`src/hw/rtl/assert_macros.svh`:
```
// Assertion helpers shared by the RTL.
`ifndef ASSERT_MACROS_SVH
`define ASSERT_MACROS_SVH

`ifndef SYNTHESIS
`define SME_ASSERT(lbl, clk, rst, prop) \
  lbl: assert property (@(posedge clk) disable iff (rst) prop) \
    else $error("assertion failed");
`define SME_NEVER(lbl, clk, rst, expr) \
  lbl: assert property (@(posedge clk) disable iff (rst) !(expr)) \
    else $error("forbidden condition seen");
`else
`define SME_ASSERT(lbl, clk, rst, prop)
`define SME_NEVER(lbl, clk, rst, expr)
`endif

`endif

```
`src/hw/rtl/sme_pkg.sv`:
```
`default_nettype none
package sme_pkg;

  localparam int MAX_SAMPLES = 1024;
  localparam int ADDR_W      = $clog2(MAX_SAMPLES);
  localparam int CNT_W       = ADDR_W + 1;
  localparam int RAM_DEPTH   = 2 * MAX_SAMPLES;
  localparam int RAM_AW      = ADDR_W + 1;

  localparam int SAMPLE_W = 16;
  localparam int FRAC_W   = 16;
  localparam int SUM_W    = SAMPLE_W + ADDR_W;

  // result field widths
  localparam int COUNT_W = 11;
  localparam int MEAN_W  = 32;
  localparam int VAR_W   = 47;
  localparam int DEV_W   = 32;
  localparam int SKEW_W  = 23;
  localparam int KURT_W  = 28;
  localparam int STAT_W  = 2;

  localparam int OUT_W       = COUNT_W + MEAN_W + VAR_W + DEV_W + SKEW_W + KURT_W;
  localparam int OUT_TDATA_W = ((OUT_W + 7) / 8) * 8;
  localparam int PAD_W       = OUT_TDATA_W - OUT_W;

  // datapath widths
  localparam int D_W      = MEAN_W + 2;
  localparam int MAG_W    = 32;
  localparam int SQ_W     = 2 * MAG_W - FRAC_W;
  localparam int SQSUM_W  = SQ_W + ADDR_W;
  localparam int Z_W      = 25;
  localparam int S_W      = 33;
  localparam int C_W      = 41;
  localparam int F_W      = 49;
  localparam int CUBE_W   = C_W + ADDR_W + 1;
  localparam int QUAD_W   = F_W + ADDR_W;
  localparam int MUL_W    = 33;
  localparam int PROD_W   = 2 * MUL_W;

  localparam int DIV_NW    = 64;
  localparam int DIV_DW    = 32;
  localparam int DIV_CNT_W = $clog2(DIV_NW + 1);

  localparam int SQRT_STEPS = DIV_NW / 2;
  localparam int SQRT_CW    = $clog2(SQRT_STEPS);

  localparam int Q_DEPTH = 2;
  localparam int Q_AW    = $clog2(Q_DEPTH);
  localparam int Q_FW    = $clog2(Q_DEPTH + 1);

  localparam int Z_CAP       = 16777216;
  localparam int SKEW_MAX    = 2097152;
  localparam int KURT_OFFSET = 3 * (1 << FRAC_W);
  localparam int KURT_MAX    = 67108864;

  localparam logic [STAT_W-1:0] STAT_OK       = 2'd0;
  localparam logic [STAT_W-1:0] STAT_ZERO_DEV = 2'd1;
  localparam logic [STAT_W-1:0] STAT_DROPPED  = 2'd2;

  typedef struct packed {
    logic [CNT_W-1:0]        count;
    logic signed [SUM_W-1:0] sum;
    logic                    dropped;
    logic                    bank;
  } job_t;

  typedef struct packed {
    logic              start;
    logic [DIV_NW-1:0] dividend;
    logic [DIV_DW-1:0] divisor;
  } div_req_t;

  typedef struct packed {
    logic              done;
    logic [DIV_NW-1:0] quotient;
  } div_rsp_t;

  typedef struct packed {
    logic valid;
    logic bank;
  } bank_rel_t;

  // count sits in the low bits
  typedef struct packed {
    logic [KURT_W-1:0]  kurtosis;
    logic [SKEW_W-1:0]  skewness;
    logic [DEV_W-1:0]   deviation;
    logic [VAR_W-1:0]   variance;
    logic [MEAN_W-1:0]  mean;
    logic [COUNT_W-1:0] count;
  } result_t;

endpackage
`default_nettype wire

```
`src/hw/rtl/sme_div.sv`:
```
`default_nettype none
module sme_div (
  input  wire logic               clk,
  input  wire logic               rst,
  input  wire sme_pkg::div_req_t  req,
  output sme_pkg::div_rsp_t       rsp
);

  logic                              busy;
  logic                              done;
  logic [sme_pkg::DIV_CNT_W-1:0]     cnt;
  logic [sme_pkg::DIV_DW-1:0]        rem;
  logic [sme_pkg::DIV_NW-1:0]        quot;
  logic [sme_pkg::DIV_DW-1:0]        dsr;
  logic [sme_pkg::DIV_DW:0]          trial;
  logic [sme_pkg::DIV_DW:0]          diff;
  logic                              ge;
  logic [sme_pkg::DIV_DW-1:0]        rem_next;

  // restoring division, one quotient bit per cycle
  always_comb begin
    trial    = {rem, quot[sme_pkg::DIV_NW-1]};
    diff     = trial - {1'b0, dsr};
    ge       = trial >= {1'b0, dsr};
    rem_next = ge ? diff[sme_pkg::DIV_DW-1:0] : trial[sme_pkg::DIV_DW-1:0];
  end

  always_ff @(posedge clk) begin
    if (rst) begin
      busy <= 1'b0;
      done <= 1'b0;
      cnt  <= '0;
    end else begin
      done <= 1'b0;
      if (req.start) begin
        busy <= 1'b1;
        cnt  <= sme_pkg::DIV_CNT_W'(sme_pkg::DIV_NW);
      end else if (busy) begin
        cnt <= cnt - 1'b1;
        if (cnt == sme_pkg::DIV_CNT_W'(1)) begin
          busy <= 1'b0;
          done <= 1'b1;
        end
      end
    end
  end

  always_ff @(posedge clk) begin
    if (req.start) begin
      rem  <= '0;
      quot <= req.dividend;
      dsr  <= req.divisor;
    end else if (busy) begin
      rem  <= rem_next;
      quot <= {quot[sme_pkg::DIV_NW-2:0], ge};
    end
  end

  assign rsp.done     = done;
  assign rsp.quotient = quot;

endmodule
`default_nettype wire

```
`config.mk`:
```
export PLATFORM = sky130hd
export DESIGN_NAME = sme_div
export DESIGN_NICKNAME = d
export VERILOG_FILES = /design/src/hw/rtl/assert_macros.svh /design/src/hw/rtl/sme_pkg.sv /design/src/hw/rtl/sme_div.sv
export SDC_FILE = /design/constraint.sdc
export NUM_CORES = 1
export LEC_CHECK = 0
export BUFFER_PORTS_ARGS = -buffer_cell sky130_fd_sc_hd__buf_2
export CAP_MARGIN = 10
export CORE_ASPECT_RATIO = 1.25
export CORE_MARGIN = 2
export CORE_UTILIZATION = 40
export CTS_BUF_LIST = sky130_fd_sc_hd__clkbuf_2
export CTS_CLUSTER_SIZE = 20
export DETAILED_ROUTE_END_ITERATION = 8
export PLACE_DENSITY = 0.62
export SLEW_MARGIN = 5
export SYNTH_ARGS = -nofsm -noshare
export SYNTH_HDL_FRONTEND = slang
export SYNTH_SLANG_ARGS = --single-unit
```
`constraint.sdc`:
```
create_clock -name clk -period 2.79 [get_ports clk]
set_input_delay 0 -clock clk [delete_from_list [all_inputs] [get_ports clk]]
set_output_delay 0 -clock clk [all_outputs]
set_load 0.005 [all_outputs]
```
==> results of run 1 <==
registers in the layout, summed over array words and instances (netlist names):
name  cells
busy      1
cnt       7
rem      32
dsr      32
quot     64
done      1
synth_stat cells (6+ instances only):
master / number
a211oi_1: 6
a21o_1: 12
a21oi_1: 33
a311oi_1: 21
buf_2: 13
clkbuf_1: 23
dfxtp_1: 41
edfxtp_1: 96
ha_1: 34
inv_1: 44
mux2_2: 64
nand2_1: 43
nand3_1: 32
nand4_1: 11
nor2_1: 61
nor3_1: 9
o21ai_0: 21
o21ai_1: 18
o21bai_1: 6
xnor2_1: 19
xor2_1: 11
layout make-up:
class,count,area share (%)
multi-input cells,501,34.74
inverters,44,1.517
repair buffers,353,24.31
clock inverters,14,1.953
flip-flops and latches,137,34.01
well taps,232,2.665
clock buffers,17,0.7813
diodes,1,0.02298
cell families (layout without fill, tap and decap cells):
| kind of cell | after synthesis | after routing | synth area share [%] |
|---|---|---|---|
| multiplexers | 67 | 67 | 9.699 |
| XOR/XNOR | 30 | 30 | 3.395 |
| flip-flops | 137 | 137 | 47.85 |
| AND/OR/NAND/NOR | 195 | 195 | 12.20 |
| AO/OA/AOI/OAI | 174 | 174 | 16.04 |
| other | 0 | 1 | 0 |
| adder cells (fa/ha/maj) | 35 | 35 | 5.755 |
| buffers and inverters | 89 | 428 | 5.060 |
per-stage QoR:
step                      area [um^2]  setup TNS, ns  hold slack [ns]
final                           10890              0          0.06118
after global placement           8957              0           0.1777
after CTS                       10600              0         0.002203
after detailed placement         8957              0           0.1783
after floorplan                  7740              0          0.07238
after global routing            10890         -1.346         -0.01157
worst min-delay path, stage by stage:
cell and delay, ns:
dlygate4sd3_1 0.52, buf_2 0.09, mux2_2 0.13
power by group:
part / internal [mW] / total [mW] / switching, mW
clock: 0.616 / 1.47 / 0.854
combinational: 0.733 / 1.49 / 0.756
sequential: 2.39 / 2.50 / 0.110
total: 3.74 / 5.46 / 1.72
layer usage:
metal	global-route usage [%]	wire (um)	vias up
met3	6.452	1655	44
li1	-	-	3362
met1	26.31	9228	3320
met2	37.77	11450	249
met4	7.742	520	0
met5	0	0	-
path summary, 6_finish.rpt:
check / end / from / depth (start not counted) / slack [ns]
worst max-delay path: rem[17]$_SDFFE_PP0P_ / dsr[5]$_DFFE_PP_ / 11 / 0.05
worst min-delay path: quot[3]$_DFFE_PP_ / req[35] / 3 / 0.06
worst max register to register: rem[17]$_SDFFE_PP0P_ / dsr[5]$_DFFE_PP_ / 11 / 0.05
worst min register to register: rem[27]$_SDFFE_PP0P_ / rem[27]$_SDFFE_PP0P_ / 2 / 0.51
what timing repair did:
item                       4_1_cts  5_1_grt
setup buffers                    0        9
hold endpoints to repair       124        5
setup endpoints to repair        2       29
cloned                           0        1
pin swaps                        1       19
hold buffers                   134        5
gates resized for setup          1       34
==> impl_metrics.ini, run 1 <==
[layout]
multi_input_area_um2 = 3784
postLayoutCoreUtil_pct = 57.78
final_common_cell = buf_2
fin_cells = 1299
fill_cells = 1622
syn_to_final_growth_pct = 40.70
nets = 1188
layout_common_cells = 162 x buf_2, 139 x dlygate4sd3_1, 96 x edfxtp_1
layout-drive-gt1-share_pct = 33.40
ff_latch_area_um2 = 3704

[yosys]
synthFlopType = edfxtp_1
yosysWarningCount = 0
syn_inst = 727
netlist_area_um2 = 7740
ys_seq_area_share_pct = 47.85
syn_area_per_cell_um2 = 10.65
synth_top_area_share_pct = 37.25
yosysTopAreaCell = edfxtp_1
postSynthNetCount = 861
async_flop_share_pct = 0
synth.distinct_cells = 73
ys_ff_latch = 137
synth_enable_flop_cells = 96
ys_top_cells_by_area = edfxtp_1 37%, dfxtp_1 11%, mux2_2 9.3%

[die]
die_w_um = 128.4
num_rows = 56
io_pins = 164
start_util_pct = 41.06
die-area_um2 = 20490
core-area_um2 = 18850
die_height_um = 159.5

[clock_tree]
cts_sinks = 137
numCtsBuffers = 17
htreeDepth = 4
clock_latency_ns = 0.76
cts_buffer_depth = 2
cts.clk_slew.worst_paths_ns = 0.25
cts_tree = yes
cts-root-buf = clkbuf_2

[timing]
drv_slew = 0
tightest_slew_ns = 0.8505
fin_ws_ns = 0.05330
rsz0062_at_grt = yes
fin_crit_sh_pct = 98.09
fin_crit_ns = 2.737
max_freq_mhz = 365.4
hold_viol = 0
max_slew_margin_pct = 43.30
final.setup_skew_ns = 0.04868
setup_violations = 0

[worst_setup_path]
path_max_fanout = 8
critPathLaunchType = flip-flop
critical_path.top_delay_family = compound AO/OA/AOI/OAI gates
cp.buffers_inverters = 2
cp.required_ns = 3.45
path_class = reg2reg
arrival_ns = 3.40
slowest_stage = ha_1
endpoint_kind = flip-flop
worstPathCellList = inv_1 > ha_1 > nand3_1 > nor4_1 > a21oi_1 > o21ai_1 > a221o_1 > o21ai_4 > buf_6 > a211o_1 > a311oi_1
max_stage_delay_ns = 0.42

[route]
ant_nets = 0
avgViaCountPerCell = 5.370
drt_wl_total_mm = 22.86
drt_iter0_drc = 496
via_count = 6975
dr.pass1.iters = 5
wl_per_cell_um = 17.60
drc_errors = 0

[placed_design]
placedCellCount = 1118
io_buffer_count = 163
pre_cts_ws_ns = 0.04116
gp_congestion = 0.8728
dp_hpwl_mm = 15.12

[global_route]
grtUsageTotal_pct = 22.11
grt_pass1_vias = 7202
antenna_found_initial = 1
grt_pass1_wl_mm = 35.88
overflow = 0
grt_max_degree = 94

[power]
ir_drop_mv = 0.3429
total_power_mw = 5.459
p_leak_nw = 4.553
power_density_nw_per_um2 = 501.3

[worst_hold_path]
hp-class = in2reg

[outcome]
outcome = finished clean

[job]
maxCapViolations = 0
Note: power is estimated with default switching activity, not from simulation.
==> run 2, diff against run 1 <==
--- a/config.mk
+++ b/config.mk
@@ -13,7 +13,9 @@
 export CTS_BUF_LIST = sky130_fd_sc_hd__clkbuf_2
 export CTS_CLUSTER_SIZE = 20
 export DETAILED_ROUTE_END_ITERATION = 8
+export HOLD_SLACK_MARGIN = 0.15
 export PLACE_DENSITY = 0.62
+export RECOVER_POWER = 25
 export SLEW_MARGIN = 5
 export SYNTH_ARGS = -nofsm -noshare
 export SYNTH_HDL_FRONTEND = slang
==> run 2 against run 1 <==
Non-clock buffer count rose by 56. Largest power group unchanged. Global-route usage rose by 1.3 points. Core utilization rose by 3.1 points. Total power rose by 1.6%. Sequential share of layout area fell by 1.7 points. Final area rose by 5.4%. Critical path type unchanged. Via count rose by 3.4%.
==> impl_metrics.ini, run 2 (synthesis gave the netlist of run 1 again) <==
[layout]
layout-drive-gt1-share_pct = 32.17
postLayoutCoreUtil_pct = 60.91
fin_cells = 1355
nets = 1244
final_common_cell = dlygate4sd3_1
syn_to_final_growth_pct = 48.33
largest_register = quot
reg.largest.list = quot x64, dsr x32, rem x32
layout_common_cells = 196 x dlygate4sd3_1, 162 x buf_2, 96 x edfxtp_1
design_area_um2 = 11480
largest_register_ffs = 64

[timing]
hold-worst-slack_ns = 0.2928
max_freq_mhz = 365.9
drv_slew = 0
setup_violations = 0
fin_ws_ns = 0.05673
max_slew_margin_pct = 43.16
hold_viol = 0
final.setup_skew_ns = 0.05226
tightest_slew_ns = 0.8525
rsz0062_at_grt = yes
fin_crit_sh_pct = 97.97
fin_crit_ns = 2.733

[power]
p_leak_nw = 4.787
ir_drop_mv = 0.3292
power_density_nw_per_um2 = 483.1

[clock_tree]
cts-root-buf = clkbuf_2
htreeDepth = 4
cts_tree = yes
numCtsBuffers = 17
clock_latency_ns = 0.76
cts.clk_slew.worst_paths_ns = 0.23
cts_sinks = 137
cts_buffer_depth = 2

[worst_setup_path]
path_class = reg2reg
r2r_slack_ns = 0.06
slowest_stage = edfxtp_1
critical_path.top_delay_family = compound AO/OA/AOI/OAI gates
reg2reg_from = dsr[11]$_DFFE_PP_
cp-endpoint = rem[17]$_SDFFE_PP0P_
cp.buffers_inverters = 3
cp.required_ns = 3.45
cp-startpoint = dsr[11]$_DFFE_PP_
arrival_ns = 3.39
ff2ff_path_depth = 12
endpoint_kind = flip-flop
timing.rr.end = rem[17]$_SDFFE_PP0P_
cp_num_cells = 12
path_max_fanout = 5
worstPathCellList = inv_1 > ha_1 > nand4_1 > nor4_4 > a21oi_1 > o21ai_1 > a221o_1 > o21ai_4 > buf_6 > buf_6 > nand3_1 > a311oi_1
critPathLaunchType = flip-flop
crit_path_frequent_cell = buf_6
max_stage_delay_ns = 0.42

[global_route]
grt_max_degree = 94
grt_pass1_wl_mm = 37.86
overflow = 0
grt_pass1_vias = 7463
antenna_found_initial = 1
grtUsageTotal_pct = 23.38

[placed_design]
gp_congestion = 0.8728
io_buffer_count = 163
post_dp_cell_area_um2 = 8957
dp_hpwl_mm = 15.12
pre_cts_ws_ns = 0.04116
placedCellCount = 1118

[route]
wl_per_cell_um = 17.54
ant_nets = 0
drt_iter0_drc = 446
avgViaCountPerCell = 5.324
drt_wl_total_mm = 23.76
drc_errors = 0
dr.pass1.iters = 5
via_count = 7214

[die]
die_w_um = 128.4
die_height_um = 159.5
io_pins = 164
die-area_um2 = 20490
start_util_pct = 41.06
core-area_um2 = 18850
num_rows = 56

[worst_hold_path]
hp-class = in2reg

[job]
maxCapViolations = 0

[outcome]
outcome = finished clean
run 2: worst min-delay path by stage:
stage	depth (start not counted)	to	startpoint	slack, ns
6_report	2	dsr[12]$_DFFE_PP_	req[96]	0.29
5_1_grt	2	dsr[16]$_DFFE_PP_	req[96]	0.24
4_1_cts	2	dsr[20]$_DFFE_PP_	req[96]	0.25
3_5_place_dp	1	dsr[7]$_DFFE_PP_	req[7]	0.18
3_3_place_gp	1	dsr[29]$_DFFE_PP_	req[29]	0.18
2_1_floorplan	1	busy$_SDFF_PP0_	rst	0.07
run 2: power by group:
group | internal, mW | total (mW) | leakage [nW] | switching (mW)
clock network | 0.616 | 1.47 | 0.174 | 0.858
registers | 2.39 | 2.51 | 1.29 | 0.117
logic | 0.791 | 1.56 | 3.32 | 0.773
total | 3.80 | 5.55 | 4.79 | 1.75
run 2: metal layers:
metal	track usage, %	part of all wire (%)	vias up
met4	8.342	2.7	0
met5	0	0	-
met2	39.36	50	290
met3	6.687	7.2	55
li1	-	-	3465
met1	28.38	40	3404
run 2: metrics by stage:
stage                     TNS (ns)  total power, mW
after floorplan                  0            3.327
after global placement           0            3.796
after detailed placement         0            3.804
after CTS                        0            5.479
after global routing       -0.6349            5.832
final                            0            5.546
run 2: final cells by class:
cell class                      count  area (um^2)
Multi-Input combinational cell    501         3815
Clock inverter                     14        212.7
Clock buffer                       17        85.08
Inverter                           44        165.2
Fill cell                        1537         7367
Tap cell                          232        290.3
Timing Repair Buffer              409         3207
Sequential cell                   137         3704
Antenna cell                        1        2.502
run 2: repair_timing:
item                                    in CTS  in global routing
gates resized for setup                      1                 40
hold buffers                               196                  0
pin swaps                                    1                 17
gates cloned                                 0                  1
setup buffers                                0                  8
endpoints found under the setup margin       2                 30
endpoints found under the hold margin      163                  0
==> run 3, diff against run 2 <==
--- a/config.mk
+++ b/config.mk
@@ -14,9 +14,8 @@
 export CTS_CLUSTER_SIZE = 20
 export DETAILED_ROUTE_END_ITERATION = 8
 export HOLD_SLACK_MARGIN = 0.15
-export PLACE_DENSITY = 0.62
+export PLACE_DENSITY_LB_ADDON = 0.08
 export RECOVER_POWER = 25
-export SLEW_MARGIN = 5
 export SYNTH_ARGS = -nofsm -noshare
 export SYNTH_HDL_FRONTEND = slang
 export SYNTH_SLANG_ARGS = --single-unit
==> run 3 against run 2 <==
Core utilization grew 1.4 points. Combinational power increased by 7%. Count of clock-buffer cells in the layout is 1 higher. Non-clock buffer count increased by 12. Sequential share of layout area fell by 0.70 points. Register-to-register slack is essentially flat. Die area unchanged. Via count increased by 1.9%. Clock power decreased by 20%. Maximum frequency grew 0.14%. Highest routed layer unchanged.
==> impl_metrics.ini, run 3 (synthesis gave the netlist of run 1 again) <==
[outcome]
outcome = finished clean

[placed_design]
placedCellCount = 1125
io_buffer_count = 163
gp_congestion = 0.9713
dp_hpwl_mm = 15.43
post_dp_cell_area_um2 = 9022

[worst_hold_path]
hp-class = in2reg
hold_end = rem[17]$_SDFFE_PP0P_
min_path_cells = 3
worstHoldStart = req[96]

[die]
core-area_um2 = 18850
die_height_um = 159.5
num_rows = 56
start_util_pct = 41.06
die-area_um2 = 20490
die_w_um = 128.4
io_pins = 164

[clock_tree]
clock_latency_ns = 0.70
numCtsBuffers = 17
cts-root-buf = clkbuf_2
cts_sinks = 137
cts_buffer_depth = 2
cts.clk_slew.worst_paths_ns = 0.24
cts_tree = yes
htreeDepth = 4

[layout]
fill_cells = 1541
design_area_um2 = 11740
layout_common_cells = 196 x dlygate4sd3_1, 162 x buf_2, 96 x edfxtp_1
ff_latch_area_um2 = 3705
largest_register = quot
layout-drive-gt1-share_pct = 34.80
nets = 1256
multi_input_area_um2 = 4009
fin_cells = 1368
syn_to_final_growth_pct = 51.67
reg.largest.list = quot x64, dsr x32, rem x32
largest_register_ffs = 64
final_common_cell = dlygate4sd3_1

[route]
drt_wl_total_mm = 23.73
ant_nets = 0
avgViaCountPerCell = 5.375
drc_errors = 0
dr.pass1.iters = 6
via_count = 7353
wl_per_cell_um = 17.35
drt_iter0_drc = 320

[worst_setup_path]
reg2reg_from = rem[25]$_SDFFE_PP0P_
critPathLaunchType = flip-flop
max_stage_delay_ns = 0.49
path_max_fanout = 6
ff2ff_path_depth = 10
path_class = reg2reg
endpoint_kind = flip-flop
arrival_ns = 3.22
r2r_slack_ns = 0.06
cp.required_ns = 3.28
slowest_stage = dfxtp_1
timing.rr.end = quot[0]$_DFFE_PP_
worstPathCellList = ha_4 > a21oi_2 > nor2b_1 > nor3_1 > o21ai_1 > a221o_1 > o21ai_4 > buf_4 > nand2_1 > mux2_2

[timing]
max_freq_mhz = 366.4
setup_violations = 0
hold_viol = 0
rsz0062_at_grt = yes
fin_crit_sh_pct = 97.83
final.setup_skew_ns = 0.04077
max_slew_margin_pct = 56.45
fin_crit_ns = 2.729
drv_slew = 0
tightest_slew_ns = 0.6523
setup_tns_ns = 0

[power]
p_leak_nw = 4.814
power_density_nw_per_um2 = 455.7
ir_drop_mv = 0.3108

[global_route]
grt_max_degree = 101
overflow = 0
grt_pass1_vias = 7562
antenna_found_initial = 1
grtUsageTotal_pct = 22.87
grt_pass1_wl_mm = 37.42

[job]
maxCapViolations = 0
## run 3: cell type report
type                       instances  area share (%)
multi-input combinational        501           34.15
sequential                       137           31.56
timing repair buffer             421           28.46
tap                              232           2.473
inverter                          44           1.407
clock inverter                    14           1.162
clock buffer                      18          0.7674
antenna                            1         0.02132
## run 3: where the power goes
| group | internal (mW) | switching [mW] |
|---|---|---|
| logic | 0.863 | 0.806 |
| registers | 2.39 | 0.118 |
| clock network | 0.343 | 0.829 |
| total | 3.60 | 1.75 |
## run 3: how the worst max path moves through the flow
stage | startpoint | cells after the start | slack (ns) | to
2_1_floorplan | dsr[20]$_DFFE_PP_ | 12 | 0.28 | quot[0]$_DFFE_PP_
3_3_place_gp | dsr[22]$_DFFE_PP_ | 11 | 0.07 | rem[21]$_SDFFE_PP0P_
3_5_place_dp | dsr[18]$_DFFE_PP_ | 11 | 0.01 | rem[6]$_SDFFE_PP0P_
4_1_cts | dsr[22]$_DFFE_PP_ | 11 | 0.004 | rem[21]$_SDFFE_PP0P_
5_1_grt | dsr[26]$_DFFE_PP_ | 12 | -0.05 | rem[7]$_SDFFE_PP0P_
6_report | rem[25]$_SDFFE_PP0P_ | 10 | 0.06 | quot[0]$_DFFE_PP_
## run 3: routing by layer
metal	up-vias	global-route usage [%]	part of all wire, %
li1	3493	-	-
met5	-	0	0
met3	45	5.444	5.3
met1	3567	25.45	39
met2	248	41.88	53
met4	0	8.142	2.7
## run 3: repair_timing
item,in CTS,in global routing
hold buffers,196,0
pin swaps,2,27
hold endpoints to repair,164,0
setup endpoints to repair,3,28
setup buffers,1,12
resized for setup,2,64
cloned,0,1
## run 3: metrics by stage
stage	worst slack (ns)	total power, mW	hold WS, ns	utilization (%)
finish	0.06059	5.349	0.2886	62.28
detailed placement	0.01395	3.829	0.1782	47.87
global route	-0.04626	5.637	0.2143	62.28
floorplan	0.2756	3.327	0.07238	-
CTS	0.003847	5.215	0.2424	59.59
global placement	0.07321	3.818	0.1760	47.87
## run 3: critical path: cells and delay by family, from the launching register on
kind / cells / cell delay [ns]
buf+inv: 1 / 0.16
compound gates: 4 / 0.90
fa+ha+maj: 1 / 0.26
simple gates: 3 / 0.38
mux: 1 / 0.31
flops: 1 / 0.49
